## src/rtl/core/ats_pkg.sv

```systemverilog
// ----------------------------------------------------------------------------
// ats_pkg
// Shared types, token kinds and character tables of the token scanner.
// ----------------------------------------------------------------------------
package ats_pkg;

   localparam int NUM_KEYWORDS = 5;
   localparam int QUEUE_DEPTH  = 4;

   localparam logic [3:0] KIND_IDENT       = 4'd0;
   localparam logic [3:0] KIND_PUNCT_FIRST = 4'd6;
   localparam logic [3:0] KIND_EOF         = 4'd15;

   localparam logic [7:0] CHAR_TAB     = 8'h09;
   localparam logic [7:0] CHAR_LF      = 8'h0A;
   localparam logic [7:0] CHAR_CR      = 8'h0D;
   localparam logic [7:0] CHAR_SPACE   = 8'h20;
   localparam logic [7:0] CHAR_COMMENT = 8'h23;

   // Punctuation characters in token-kind order: ( ) { } ; : = * ,
   localparam logic [7:0] PUNCT_CHARS [9] = '{
      8'h28, 8'h29, 8'h7B, 8'h7D, 8'h3B, 8'h3A, 8'h3D, 8'h2A, 8'h2C
   };

   // Keywords header, macro, input, opcode, output, padded with zeros.
   localparam logic [7:0] KW_CHARS [NUM_KEYWORDS][8] = '{
      '{8'h68, 8'h65, 8'h61, 8'h64, 8'h65, 8'h72, 8'h00, 8'h00},
      '{8'h6D, 8'h61, 8'h63, 8'h72, 8'h6F, 8'h00, 8'h00, 8'h00},
      '{8'h69, 8'h6E, 8'h70, 8'h75, 8'h74, 8'h00, 8'h00, 8'h00},
      '{8'h6F, 8'h70, 8'h63, 8'h6F, 8'h64, 8'h65, 8'h00, 8'h00},
      '{8'h6F, 8'h75, 8'h74, 8'h70, 8'h75, 8'h74, 8'h00, 8'h00}
   };
   localparam logic [2:0] KW_LEN [NUM_KEYWORDS] = '{3'd6, 3'd5, 3'd5, 3'd6, 3'd6};

   typedef struct packed {
      logic [3:0]  kind;
      logic [15:0] offset;
      logic [15:0] length;
      logic [15:0] line;
      logic [15:0] column;
      logic        last;
   } result_type;

   typedef struct packed {
      logic [1:0] count;
      result_type first;
      result_type second;
   } push_type;

   typedef struct packed {
      logic [2:0] count;
   } queue_status_type;

   typedef struct packed {
      logic       hit;
      logic [3:0] index;
   } punct_type;

   function automatic punct_type punct_lookup(input logic [7:0] c);
      punct_type p;
      p = '0;
      for (int i = 0; i < 9; i++) begin
         if (!p.hit && PUNCT_CHARS[i] == c) begin
            p.hit   = 1'b1;
            p.index = 4'(i);
         end
      end
      return p;
   endfunction

   function automatic logic is_blank(input logic [7:0] c);
      return (c == CHAR_SPACE) || (c == CHAR_TAB) || (c == CHAR_CR) || (c == CHAR_LF);
   endfunction

   // Keywords that still agree with a word whose character at pos is c.
   // pos is 7 for every position past the longest keyword.
   function automatic logic [NUM_KEYWORDS-1:0] keyword_keep(input logic [7:0] c,
                                                            input logic [2:0] pos);
      logic [NUM_KEYWORDS-1:0] keep;
      for (int k = 0; k < NUM_KEYWORDS; k++) begin
         keep[k] = (pos < KW_LEN[k]) && (KW_CHARS[k][pos] == c);
      end
      return keep;
   endfunction

endpackage

```

## src/rtl/core/ats_scanner.sv

```systemverilog
// ----------------------------------------------------------------------------
// ats_scanner
// Input register, scanner state and the per-character token decision.
// ----------------------------------------------------------------------------
module ats_scanner #(
   parameter int CW = 16
) (
   input  logic               clock,
   input  logic               reset,
   input  logic               req_tvalid,
   output logic               req_tready,
   input  logic [7:0]         req_char,
   input  logic               req_eot,
   input  logic               space_ok,
   output ats_pkg::push_type  push
);
   import ats_pkg::*;

   localparam logic [CW-1:0] CNT_ONE = CW'(1);

   logic                    in_valid_ff, in_valid_in;
   logic [7:0]              in_char_ff;
   logic                    in_eot_ff;
   logic                    process;

   logic                    in_word_ff, in_word_in;
   logic                    in_comment_ff, in_comment_in;
   logic [CW-1:0]           word_start_ff, word_start_in;
   logic [CW-1:0]           word_length_ff, word_length_in;
   logic [NUM_KEYWORDS-1:0] keyword_mask_ff, keyword_mask_in;
   logic [CW-1:0]           line_ff, line_in;
   logic [CW-1:0]           column_ff, column_in;
   logic [CW-1:0]           offset_ff, offset_in;

   logic [CW-1:0]           offset_inc;
   logic [CW-1:0]           column_inc;
   logic [2:0]              match_pos;
   logic [3:0]              word_kind;
   result_type              word_token;
   punct_type               punct;
   logic                    word_char;
   push_type                push_in;

   function automatic logic [CW-1:0] sat_inc(input logic [CW-1:0] v);
      return (v == '1) ? v : v + CNT_ONE;
   endfunction

   function automatic logic [15:0] clamp16(input logic [CW-1:0] v);
      logic [31:0] wide;
      wide = 32'(v);
      return (wide > 32'h0000_FFFF) ? 16'hFFFF : wide[15:0];
   endfunction

   function automatic result_type make_token(input logic [3:0] kind,
                                             input logic [CW-1:0] off,
                                             input logic [CW-1:0] len,
                                             input logic [CW-1:0] line,
                                             input logic [CW-1:0] col);
      result_type r;
      r.kind   = kind;
      r.offset = clamp16(off);
      r.length = clamp16(len);
      r.line   = clamp16(line);
      r.column = clamp16(col);
      r.last   = 1'b0;
      return r;
   endfunction

   assign process     = in_valid_ff && space_ok;
   assign req_tready  = !in_valid_ff || process;
   assign in_valid_in = req_tready ? req_tvalid : in_valid_ff;

   assign offset_inc = sat_inc(offset_ff);
   assign column_inc = sat_inc(column_ff);
   assign match_pos  = (word_length_ff < CW'(6)) ? word_length_ff[2:0] : 3'd7;
   assign punct      = punct_lookup(in_char_ff);
   assign word_char  = !is_blank(in_char_ff) && (in_char_ff != CHAR_COMMENT) && !punct.hit;

   always_comb begin
      word_kind = KIND_IDENT;
      for (int k = 0; k < NUM_KEYWORDS; k++) begin
         if (keyword_mask_ff[k] && (word_length_ff == CW'(KW_LEN[k]))) begin
            word_kind = 4'(k + 1);
         end
      end
   end

   // The pending word is reported with the column before this character.
   assign word_token = make_token(word_kind, word_start_ff, word_length_ff, line_ff, column_ff);

   always_comb begin
      in_word_in      = in_word_ff;
      in_comment_in   = in_comment_ff;
      word_start_in   = word_start_ff;
      word_length_in  = word_length_ff;
      keyword_mask_in = keyword_mask_ff;
      line_in         = line_ff;
      column_in       = column_ff;
      offset_in       = offset_ff;
      push_in         = '0;

      if (process) begin
         if (in_eot_ff) begin
            if (in_word_ff) begin
               push_in.first = word_token;
               push_in.count = 2'd1;
            end
            if (in_word_ff) begin
               push_in.second = make_token(KIND_EOF, offset_ff, '0, line_ff, column_inc);
            end else begin
               push_in.first  = make_token(KIND_EOF, offset_ff, '0, line_ff, column_inc);
            end
            push_in.count   = push_in.count + 2'd1;
            in_word_in      = 1'b0;
            keyword_mask_in = '1;
            in_comment_in   = 1'b0;
            column_in       = column_inc;
         end else if (in_comment_ff && (in_char_ff != CHAR_LF)) begin
            offset_in = offset_inc;
            column_in = column_inc;
         end else if (in_word_ff && word_char) begin
            keyword_mask_in = keyword_mask_ff & keyword_keep(in_char_ff, match_pos);
            word_length_in  = sat_inc(word_length_ff);
            offset_in       = offset_inc;
            column_in       = column_inc;
         end else begin
            in_comment_in = 1'b0;
            if (in_word_ff) begin
               push_in.first   = word_token;
               push_in.count   = 2'd1;
               in_word_in      = 1'b0;
               keyword_mask_in = '1;
            end
            offset_in = offset_inc;
            column_in = column_inc;
            priority if (in_char_ff == CHAR_LF) begin
               // Column restarts at zero and the advance makes it one.
               line_in   = sat_inc(line_ff);
               column_in = CNT_ONE;
            end else if (is_blank(in_char_ff)) begin
               column_in = column_inc;
            end else if (in_char_ff == CHAR_COMMENT) begin
               in_comment_in = 1'b1;
            end else if (punct.hit) begin
               if (in_word_ff) begin
                  push_in.second = make_token(KIND_PUNCT_FIRST + punct.index, offset_ff,
                                              CNT_ONE, line_ff, column_inc);
               end else begin
                  push_in.first  = make_token(KIND_PUNCT_FIRST + punct.index, offset_ff,
                                              CNT_ONE, line_ff, column_inc);
               end
               push_in.count = push_in.count + 2'd1;
            end else begin
               in_word_in      = 1'b1;
               word_start_in   = offset_ff;
               word_length_in  = CNT_ONE;
               keyword_mask_in = keyword_keep(in_char_ff, 3'd0);
            end
         end

         if (push_in.count == 2'd1) begin
            push_in.first.last = 1'b1;
         end else if (push_in.count == 2'd2) begin
            push_in.second.last = 1'b1;
         end
      end
   end

   assign push = push_in;

   always_ff @(posedge clock) begin
      if (req_tready) begin
         in_char_ff <= req_char;
         in_eot_ff  <= req_eot;
      end
      if (reset) begin
         in_valid_ff     <= 1'b0;
         in_word_ff      <= 1'b0;
         in_comment_ff   <= 1'b0;
         word_start_ff   <= '0;
         word_length_ff  <= '0;
         keyword_mask_ff <= '1;
         line_ff         <= CNT_ONE;
         column_ff       <= CNT_ONE;
         offset_ff       <= '0;
      end else begin
         in_valid_ff     <= in_valid_in;
         in_word_ff      <= in_word_in;
         in_comment_ff   <= in_comment_in;
         word_start_ff   <= word_start_in;
         word_length_ff  <= word_length_in;
         keyword_mask_ff <= keyword_mask_in;
         line_ff         <= line_in;
         column_ff       <= column_in;
         offset_ff       <= offset_in;
      end
   end

endmodule

```

## src/rtl/core/ats_result_queue.sv

```systemverilog
// ----------------------------------------------------------------------------
// ats_result_queue
// Small token queue: takes up to two tokens a cycle, hands out one while rsp_ready is high.
// ----------------------------------------------------------------------------
module ats_result_queue (
   input  logic                      clock,
   input  logic                      reset,
   input  ats_pkg::push_type         push,
   output ats_pkg::queue_status_type status,
   output logic                      rsp_valid,
   input  logic                      rsp_ready,
   output ats_pkg::result_type       rsp_token
);
   import ats_pkg::*;

   localparam int AW = $clog2(QUEUE_DEPTH);

   result_type       entry_ff [QUEUE_DEPTH];
   logic [AW-1:0]    wr_ptr_ff, wr_ptr_in;
   logic [AW-1:0]    rd_ptr_ff, rd_ptr_in;
   logic [AW:0]      count_ff, count_in;
   logic             pop;

   assign rsp_valid = (count_ff != '0);
   assign rsp_token = entry_ff[rd_ptr_ff];
   assign pop       = rsp_valid && rsp_ready;

   assign wr_ptr_in = wr_ptr_ff + AW'(push.count);
   assign rd_ptr_in = rd_ptr_ff + AW'(pop);
   assign count_in  = count_ff + (AW+1)'(push.count) - (AW+1)'(pop);

   assign status.count = 3'(count_ff);

   always_ff @(posedge clock) begin
      if (push.count != 2'd0) begin
         entry_ff[wr_ptr_ff] <= push.first;
      end
      if (push.count == 2'd2) begin
         entry_ff[wr_ptr_ff + AW'(1)] <= push.second;
      end
      if (reset) begin
         wr_ptr_ff <= '0;
         rd_ptr_ff <= '0;
         count_ff  <= '0;
      end else begin
         wr_ptr_ff <= wr_ptr_in;
         rd_ptr_ff <= rd_ptr_in;
         count_ff  <= count_in;
      end
   end

endmodule

```

## src/rtl/core/assembler_token_scanner_top.sv

```systemverilog
// ----------------------------------------------------------------------------
// assembler_token_scanner_top
// Streaming scanner that turns source characters into assembler tokens.
// ----------------------------------------------------------------------------
// Usage:
//   The req_ channel carries one source character per transaction in
//   req_tdata; a transaction with req_tlast high marks the end of the text
//   and its character is ignored. The rsp_ channel returns one token per
//   transaction: its kind in rsp_tuser and offset, length, line and column
//   in rsp_tdata. rsp_tlast marks the final token caused by one character.
//   A token passes the input register and then the token queue before
//   it is valid on rsp_; the character waits in the input register while
//   the queue lacks room for two tokens.
//   Throughput: one character per cycle while the queue has room for two
//   tokens. A character that ends a word and is itself a token, or an end
//   marker after a word, yields two tokens; the rsp_ channel drains one
//   token per cycle from a four-entry queue while rsp_tready is high.
//   The scanner only processes a character when the queue has room for two
//   tokens, so req_tready falls while a character waits in the input
//   register and more than two tokens wait.
//   Reset (synchronous, active high) empties the queue and returns line and
//   column to 1 and offset to 0. When the receiver stalls, tokens wait in
//   the queue and characters keep being taken until it is nearly full.
// ----------------------------------------------------------------------------
module assembler_token_scanner_top #(
   parameter int COUNTER_WIDTH = 16
) (
   input  logic        clock,
   input  logic        reset,
   input  logic        req_tvalid,
   output logic        req_tready,
   input  logic [7:0]  req_tdata,   // [7:0] char_code
   input  logic        req_tlast,   // end_of_text
   output logic        rsp_tvalid,
   input  logic        rsp_tready,
   output logic [63:0] rsp_tdata,   // [15:0] token_offset, [31:16] token_length,
                                    // [47:32] token_line, [63:48] token_column
   output logic [3:0]  rsp_tuser,   // [3:0] token_kind
   output logic        rsp_tlast    // last_of_run
);
   import ats_pkg::*;

   push_type         push;
   queue_status_type queue_status;
   result_type       token;
   logic             space_ok;

   // Room for two tokens means any character can be processed this cycle.
   assign space_ok = (queue_status.count <= 3'(QUEUE_DEPTH - 2));

   ats_scanner #(
      .CW (COUNTER_WIDTH)
   ) u_scanner (
      .clock      (clock),
      .reset      (reset),
      .req_tvalid (req_tvalid),
      .req_tready (req_tready),
      .req_char   (req_tdata),
      .req_eot    (req_tlast),
      .space_ok   (space_ok),
      .push       (push)
   );

   ats_result_queue u_queue (
      .clock     (clock),
      .reset     (reset),
      .push      (push),
      .status    (queue_status),
      .rsp_valid (rsp_tvalid),
      .rsp_ready (rsp_tready),
      .rsp_token (token)
   );

   assign rsp_tuser = token.kind;
   assign rsp_tdata = {token.column, token.line, token.length, token.offset};
   assign rsp_tlast = token.last;

   // A character never produces more than two tokens.
   a_push_count : assert property (@(posedge clock) disable iff (reset)
      push.count != 2'd3)
      else $error("scanner produced more than two tokens for one character");

   // Tokens are only produced when the queue has room for them.
   a_push_room : assert property (@(posedge clock) disable iff (reset)
      (push.count != 2'd0) |-> (queue_status.count <= 3'(QUEUE_DEPTH - 2)))
      else $error("token pushed into a queue without room");

   // Only the final token of a character carries the last-of-run mark.
   a_last_mark : assert property (@(posedge clock) disable iff (reset)
      ((push.count == 2'd2) |-> (!push.first.last && push.second.last)) and
      ((push.count == 2'd1) |-> push.first.last))
      else $error("last-of-run mark on the wrong token");

   // End-of-file tokens always have zero length and close their run.
   a_eof_shape : assert property (@(posedge clock) disable iff (reset)
      (rsp_tvalid && (rsp_tuser == KIND_EOF)) |-> ((rsp_tdata[31:16] == 16'd0) && rsp_tlast))
      else $error("malformed end-of-file token");

endmodule
```

## config.mk

```make
export PLATFORM = sky130hd
export DESIGN_NAME = assembler_token_scanner_top
export DESIGN_NICKNAME = d
export VERILOG_FILES = /design/src/rtl/core/ats_pkg.sv /design/src/rtl/core/ats_scanner.sv /design/src/rtl/core/ats_result_queue.sv /design/src/rtl/core/assembler_token_scanner_top.sv
export SDC_FILE = /design/constraint.sdc
export NUM_CORES = 1
export LEC_CHECK = 0
export BUFFER_PORTS_ARGS = -buffer_cell sky130_fd_sc_hd__buf_4
export CAP_MARGIN = 20
export CORE_MARGIN = 2
export CORE_UTILIZATION = 65
export CTS_CLUSTER_DIAMETER = 200
export DETAILED_ROUTE_END_ITERATION = 6
export PLACE_DENSITY_LB_ADDON = 0.08
export SYNTH_ARGS = -nofsm -noshare
export SYNTH_HDL_FRONTEND = slang
export SYNTH_SLANG_ARGS = --single-unit
```

## constraint.sdc

```tcl
create_clock -name clock -period 12.5 [get_ports clock]
set_clock_uncertainty 0.2 [all_clocks]
set_input_delay 1.875 -clock clock [delete_from_list [all_inputs] [get_ports clock]]
set_output_delay 1.875 -clock clock [all_outputs]
set_load 0.05 [all_outputs]
```

# After elaboration in Yosys (flattened, before gate mapping)
# Memories as Yosys holds them, arrays and structs flattened. A register that Yosys moved wholly into a read port is not among the register bits.
# Cells that the tools add are included.
# word_totals
word_cells	221
ram_bits	276
reg_bits	104
n_memories	6
rom_bits	320
input_bits	13
# op_classes
order_cmp	5
n_eq_ne	41
n_reduce_logical	47
bitwise_logic	11
add_sub_neg	12
n_mux	85
# memory_table
name	depth	word_bits	read_ports	rd_ports_with_merged_regs	write_ports	line	source
u_queue.entry_ff	4	69	1	1	2	ats_result_queue.sv:18	result_type entry_ff [QUEUE_DEPTH];
(name not given)	8	8	1	0	0	ats_pkg.sv:81	keep[k] = (pos < KW_LEN[k]) && (KW_CHARS[k][pos] == c);
(name not given)	8	8	1	0	0	ats_pkg.sv:81	
(name not given)	8	8	1	0	0	ats_pkg.sv:81	
(name not given)	8	8	1	0	0	ats_pkg.sv:81	
(name not given)	8	8	1	0	0	ats_pkg.sv:81	
# ops
cell	count
$mux 140	9
$mux 71	6
$mux 69	4
$mux 16	11
$mux 5	17
$mux 8	10
$mux 70	1
$add 16x1->16 const B	4
$eq 16x16->1 const B	4
$eq 6x8->1 const A	7
$eq 7x8->1 const A	6
$eq 8x8->1	5
$eq 16x3->1 const B	2
$eq 8x4->1 const B	3
$logic_and 1x1->1	24
$mux 1	21
$eq 8x6->1 const B	2
$lt 16x3->1 const B	1
$mux 4	4
$reduce_and 8->1	2
$logic_not 1->1	11
$ne 2x1->1 const B	5
$not 1->1	9
$ne 8x4->1 const B	1
23 further kinds	32

# Logic depth before layout (Yosys ltp)
# Gate-level depths: netlist of run 1.
# depth
depth_word	49
depth_mapped	17

# Hierarchy
# From an unflattened synthesis of run 1, not the netlist that was laid out.
# unflattened
hier_cells	1690
area_unflattened_um2	21062.7
# modules_own_cells
mod	area_each_um2	seq_area_each_um2	instances	cells_each
ats_result_queue	13724.4	8428.1	1	713
ats_scanner	7329.5	2031.9	1	976
assembler_token_scanner_top	8.8	0.0	1	1

# Least setup slack after synthesis of run 1
# No wires, ideal clock.
# synth_timing
path_type	flip-flop to flip-flop
start	register u_scanner.in_char_ff[1]
end	memory u_queue.entry_ff[0][0] (netlist name) (enable)
n_path_buf	4
required_ns	11.892
period_less_slack_ns	4.687
stages_incl_launch_ff	16
path_slack_ns	7.813
arrival_ns	4.078
setup_time_ns	0.408
cell_sequence	edfxtp_1 buf_4 mux2i_1 a21o_1 o21ai_1 clkinv_1 ha_1 nor3b_1 a21oi_1 o311a_1 buf_2 nand3_2 and2_0 clkbuf_1 buf_2 inv_1
# synth_rtl
item	line	source
from (decl)	ats_scanner.sv:22	logic [7:0] in_char_ff;
from (signal assigned)	ats_scanner.sv:173	in_char_ff <= req_char;
to (decl)	ats_result_queue.sv:18	

==> metrics.cfg, run 1 <==
[route]
dr_wl_met2_mm=23.3
antenna_left=0
first_iter_violations=1606
drc=0
route.met3.wl_mm=3.96
vias=14256
vias_per_cell=6.86
top_layer=met4
wl_met1_mm=19.2
wl_per_cell_microns=23.1
drtPass1Iterations=5
drt-total-wl_mm=47.9

[worst_setup_path]
crit_arrival_ns=6.09
worstSetupPathType=register to register
slowest_stage=edfxtp_1
crit_buf_inv=3
critPathLaunchType=register
cp-startpoint=u_scanner.in_char_ff[0]
critical_path_peak_fanout=54
r2r-start=u_scanner.in_char_ff[0]
worstPathCellList=mux2i_1 -> a21o_1 -> o21ai_1 -> clkinv_1 -> ha_1 -> nor3b_1 -> mux2_2 -> nand4b_2 -> nand3_1 -> and2_0 -> inv_2 -> buf_4
end_kind=register
critical_path_required_ns=12.46
path_delay_family=simple AND/OR/NAND/NOR gates
slowest_delay_ns=0.90

[clock_tree]
htree_levels=2
clock_sinks=380
cts_resized=0
root_buffer=clkbuf_16
clock_latency_ns=0.55
post-cts-setup-buffer-count=0
cts_buffers=38
cts_tree=built
clkTransAtPathRegs_ns=0.06
cts_hold_buf=0
cts.path.max_buffers=3

[placed_design]
io_buffer_count=83
gp_congestion=0.897
hpwl_mm=30.1
placed_cell_area_sq_mm=0.0197

[synthesis]
synthArstFlopShare=0
synth.area.top_cells=edfxtp_1, dfxtp_1, mux4_2
ys_seq_area_frac=0.517
yosys_warnings=0
syn_nets=1708
synth_area_leader_cell=edfxtp_1
synth-edff-count=225
avgSynthCellArea_sq_um=11.4
syn_area_sq_mm=0.0191
synth_seq_cells=380
postSynthCellCount=1675
synthDominantCellAreaShare=0.354
synth_cell_types=79
ys.flop_type=edfxtp_1

[pwr]
total_power_mw=3.42
peakVddDrop_mv=0.126
power.density_mw_per_mm2=163
p_leak_nw=6.85

[grt]
grt_pass1_wl_mm=75.4
grt_pass1_vias=13652
antenna_found_initial=0
grt_usage=0.313
grt_max_degree=84
overflow=0

[sta]
finalSetupTns_ns=0
rsz0062_at_grt=false
fmax_mhz=163
fin_crit_ns=6.13
max_slew_margin=0.239
finalSetupViolCount=0
period_share=0.491
finalHoldViolations=0
tightest_slew_ns=1.14
finalMaxSlewViolations=0

[die]
start_util=0.663
dieArea_sq_mm=0.0307
die_y_microns=175
ios=84
die_w_microns=175
core-area_sq_mm=0.0288
std_cell_rows=62

[final_layout]
syn_to_final_growth_pct=10.5
num_antenna_cells=0
drive_gt1_frac=0.169
final_cell_area_sq_mm=0.0211
layout.nets=1698

[hold_path]
hp-class=register to register
min_from=u_queue.entry_ff[2][46]

[outcome]
run_status=finished clean

[flow_run]
max-cap-violations=0

-- synth_stat cells (49+ instances only) --
cell      number
a21oi_1       73
a22o_1        53
a32o_1        72
and2_1        73
clkbuf_1     112
dfxtp_1      155
edfxtp_1     225
mux4_2        69
nand2_1       83
nand3_1       49
nor2_1       129
o22ai_1       62
-- area by class of cell --
class	instances	area [sq um]
clock inverter	15	193
inverter	34	128
fill	1997	7710
clock buffer	54	1130
timing repair buffer	106	796
sequential	380	9870
tap	384	480
multi-input combinational	1105	8470
-- logic make-up after synthesis --
logic type | Yosys count | synth area share
AND/OR/NAND/NOR | 502 | 0.137
AO/OA/AOI/OAI | 420 | 0.166
multiplexers | 104 | 0.0999
buffers and inverters | 190 | 0.0402
adder cells (fa/ha/maj) | 20 | 0.0135
XOR/XNOR | 59 | 0.0271
flip-flops | 380 | 0.517
-- flip-flops by register name, indices dropped and copies added, names as in the netlist --
register                   count
u_queue.entry_ff             276
u_scanner.word_length_ff      16
u_queue.rd_ptr_ff              2
u_scanner.in_char_ff           8
u_scanner.offset_ff           16
u_queue.status                 3
u_scanner.keyword_mask_ff      5
u_scanner.column_ff           16
u_scanner.in_eot_ff            1
u_scanner.in_comment_ff        1
u_scanner.in_valid_ff          1
u_scanner.in_word_ff           1
u_queue.wr_ptr_ff              2
u_scanner.line_ff             16
u_scanner.word_start_ff       16
-- worst paths after layout --
path	to	slack [ns]	cells after the start
hold / removal	u_queue.entry_ff[2][46]	0.26	1
hold reg to reg	u_queue.entry_ff[2][46]	0.26	1
setup / recovery	u_queue.entry_ff[0][57]	6.37	12
setup reg to reg	u_queue.entry_ff[0][57]	6.37	12
-- power by group --
part | total [mW] | leakage [nW] | internal [mW] | switching, mW
combinational | 0.795 | 2.93 | 0.283 | 0.513
sequential | 1.43 | 3.27 | 1.36 | 0.0706
clock | 1.20 | 0.652 | 0.719 | 0.479
total | 3.42 | 6.85 | 2.36 | 1.06
-- metrics by stage --
| stage | cells | util | hold slack, ns | setup slack (ns) |
|---|---|---|---|---|
| floorplan | 1675 | - | 0.237 | 7.81 |
| finish | 2078 | 0.732 | 0.264 | 6.37 |
| detailed placement | 2009 | 0.686 | 0.250 | 6.54 |
| CTS | 2078 | 0.732 | 0.264 | 6.49 |
| global route | 2078 | 0.732 | 0.272 | 5.99 |
| global placement | 2009 | 0.686 | 0.240 | 6.72 |
-- metal layers --
layer  GRT usage  vias to the layer above
met5           0                        -
met3      0.0554                      115
li1            -                     6440
met4       0.104                        0
met1       0.419                     6977
met2       0.523                      724
-- placed cells by master (no fill, tap or decap), types with 6 or more instances in the layout --
master     count
buf_4        106
clkinv_1       6
dfxtp_1      152
a21oi_1       72
a211oi_1      17
nand2b_1      10
a221o_1        7
nor3_1        37
edfxtp_1     225
clkbuf_16     41
a221oi_1      13
o21a_1         6
or3_1         20
o22ai_2       10
and3_1        14
inv_1         27
nor2b_1       11
and2_1        73
a32o_1        72
nand2_1       83
clkbuf_1       7
or2_2         11
nand4_1       22
ha_1          19
xor2_1        24
xnor2_1       35
or4_1          6
nor2_1       129
nand3_1       49
nor4_1        11
o22ai_1       62
o21ai_0       43
a22o_1        53
mux4_2        69
clkbuf_8       6
a21o_1        10
a22oi_1       10
mux2i_1       34
Power figures use the tool's default switching activity.
==> run 2: changes to the inputs <==
CORE_UTILIZATION = 56   (was 65)
clock period = 5.5 ns   (was 12.5 ns; I/O delays follow)
==> run 2 against run 1 <==
Core utilization is 9.9 points lower. Die area is 16% higher. Routed wire length is 2.4% higher.
==> metrics.cfg, run 2 (synthesis results as in run 1) <==
[outcome]
run_status=finished clean

[route]
vias_per_cell=6.53  ; -4.9%
first_iter_violations=1205  ; -25%
vias=14093  ; -1.1%
drt-total-wl_mm=49.1  ; +2.4%
wl_per_cell_microns=22.7  ; -1.4%
antenna_left=0  ; unchanged
drtPass1Iterations=5  ; unchanged
drc=0  ; unchanged

[sta]
rsz0062_at_grt=false
tightest_slew_ns=1.06  ; -0.0774 ns
fin_crit_ns=4.90  ; -1.24 ns
max_slew_margin=0.291  ; +0.0521
finalMaxSlewViolations=0  ; unchanged
layout_setup_ws_ns=0.604  ; -5.76 ns
finalHoldViolations=0  ; unchanged
fmax_mhz=204  ; +25%
finalSetupTns_ns=0  ; unchanged
period_share=0.890  ; +0.400
finalSetupViolCount=0  ; unchanged
whs_ns=0.264  ; +0.000516 ns

[worst_setup_path]
critPathLaunchType=register
slowest_delay_ns=0.82  ; -0.08 ns
worstSetupPathType=register to register
crit_buf_inv=3  ; unchanged
slowest_stage=edfxtp_1
critical_path_required_ns=5.47  ; -6.99 ns
critical_path_peak_fanout=34  ; -37%
worstPathCellList=xor2_1 -> and3_1 -> o21ai_1 -> clkinv_1 -> ha_1 -> nor3b_1 -> a21oi_1 -> o311a_1 -> nand3_2 -> and2_0 -> inv_2 -> buf_4
crit_arrival_ns=4.87  ; -1.22 ns
end_kind=register
path_delay_family=simple AND/OR/NAND/NOR gates

[final_layout]
largest_reg_flops=276  ; unchanged
syn_to_final_growth_pct=11.3
largest_register=u_queue.entry_ff
mostFrequentLayoutCell=edfxtp_1
num_antenna_cells=0  ; unchanged
layout.nets=1715  ; +1.0%
drive_gt1_frac=0.178  ; +0.00825
stdcell_count=2159  ; +3.9%
utilization=0.633  ; -0.0990
layout_common_cells=edfxtp_1, dfxtp_1, nor2_1

[die]
std_cell_rows=67  ; +8.1%
die_y_microns=189  ; +7.6%
core-area_sq_mm=0.0335  ; +17%
dieArea_sq_mm=0.0356  ; +16%
ios=84  ; unchanged
die_w_microns=189  ; +7.6%
start_util=0.569  ; -0.0939

[grt]
overflow=0  ; unchanged
grt_max_degree=84  ; unchanged
grt_pass1_vias=14064  ; +3.0%
grt_usage=0.277  ; -0.0366
antenna_found_initial=0  ; unchanged
grt_pass1_wl_mm=77.9  ; +3.2%

[placed_design]
io_buffer_count=83  ; unchanged
dpl_worst_slack_ns=0.714  ; -5.83 ns
place_inst=2089  ; +4.0%
gp_congestion=0.945  ; +5.4%
hpwl_mm=30.9  ; +2.7%

[pwr]
power.density_mw_per_mm2=364  ; +120%
peakVddDrop_mv=0.270  ; +110%
p_leak_nw=6.89  ; +0.57%

[clock_tree]
cts_resized=0  ; unchanged
cts_buffers=39  ; +2.6%
clock_sinks=380  ; unchanged
cts_tree=built
clock_latency_ns=0.53  ; -0.02 ns
cts_hold_buf=0  ; unchanged
post-cts-setup-buffer-count=0  ; unchanged
cts.path.max_buffers=3  ; unchanged
htree_levels=2  ; unchanged
clkTransAtPathRegs_ns=0.06  ; about the same
root_buffer=clkbuf_16

[hold_path]
hp-class=register to register

[flow_run]
max-cap-violations=0  ; unchanged

==> run 2: final timing paths <==
| path | endpoint | slack, ns | cells after the start | startpoint |
|---|---|---|---|---|
| min reg2reg | u_queue.entry_ff[0][48] | 0.26 | 1 | u_queue.entry_ff[0][48] |
| max | u_queue.entry_ff[0][1] | 0.60 | 12 | u_scanner.in_char_ff[2] |
| min | u_queue.entry_ff[0][48] | 0.26 | 1 | u_queue.entry_ff[0][48] |
| max reg2reg | u_queue.entry_ff[0][1] | 0.60 | 12 | u_scanner.in_char_ff[2] |
==> run 2: worst register-to-register path, stage by stage, from the launching register on <==
cell and delay [ns]:
edfxtp_1 0.82, xor2_1 0.17, and3_1 0.23, o21ai_1 0.33, clkinv_1 0.32, ha_1 0.39
nor3b_1 0.16, a21oi_1 0.21, o311a_1 0.50, nand3_2 0.40, and2_0 0.30, inv_2 0.06
buf_4 0.43
==> run 2: final cells by class <==
| type | instances | area (sq um) |
|---|---|---|
| clock inverter | 12 | 105 |
| tap | 448 | 561 |
| inverter | 34 | 128 |
| fill | 2690 | 12300 |
| timing repair buffer | 122 | 928 |
| clock buffer | 58 | 1170 |
| multi-input combinational | 1105 | 8470 |
| sequential | 380 | 9870 |
==> run 2: metal layers <==
metal	wire length, microns	track usage
met1	20300	0.366
met3	3260	0.0380
met2	24200	0.473
met4	1310	0.0898
met5	0	0
==> run 2: metrics by stage <==
stage | instance area (sq um) | power [mW]
after global routing | 21200 | 7.98
after floorplan | 19100 | 4.63
after CTS | 21200 | 7.76
after global placement | 20000 | 5.14
after detailed placement | 20000 | 5.15
final | 21200 | 7.72
==> run 2: power breakdown <==
group | switching, mW | internal (mW) | total (mW)
Clock | 1.11 | 1.53 | 2.63
Combinational | 1.15 | 0.663 | 1.81
Sequential | 0.192 | 3.09 | 3.28
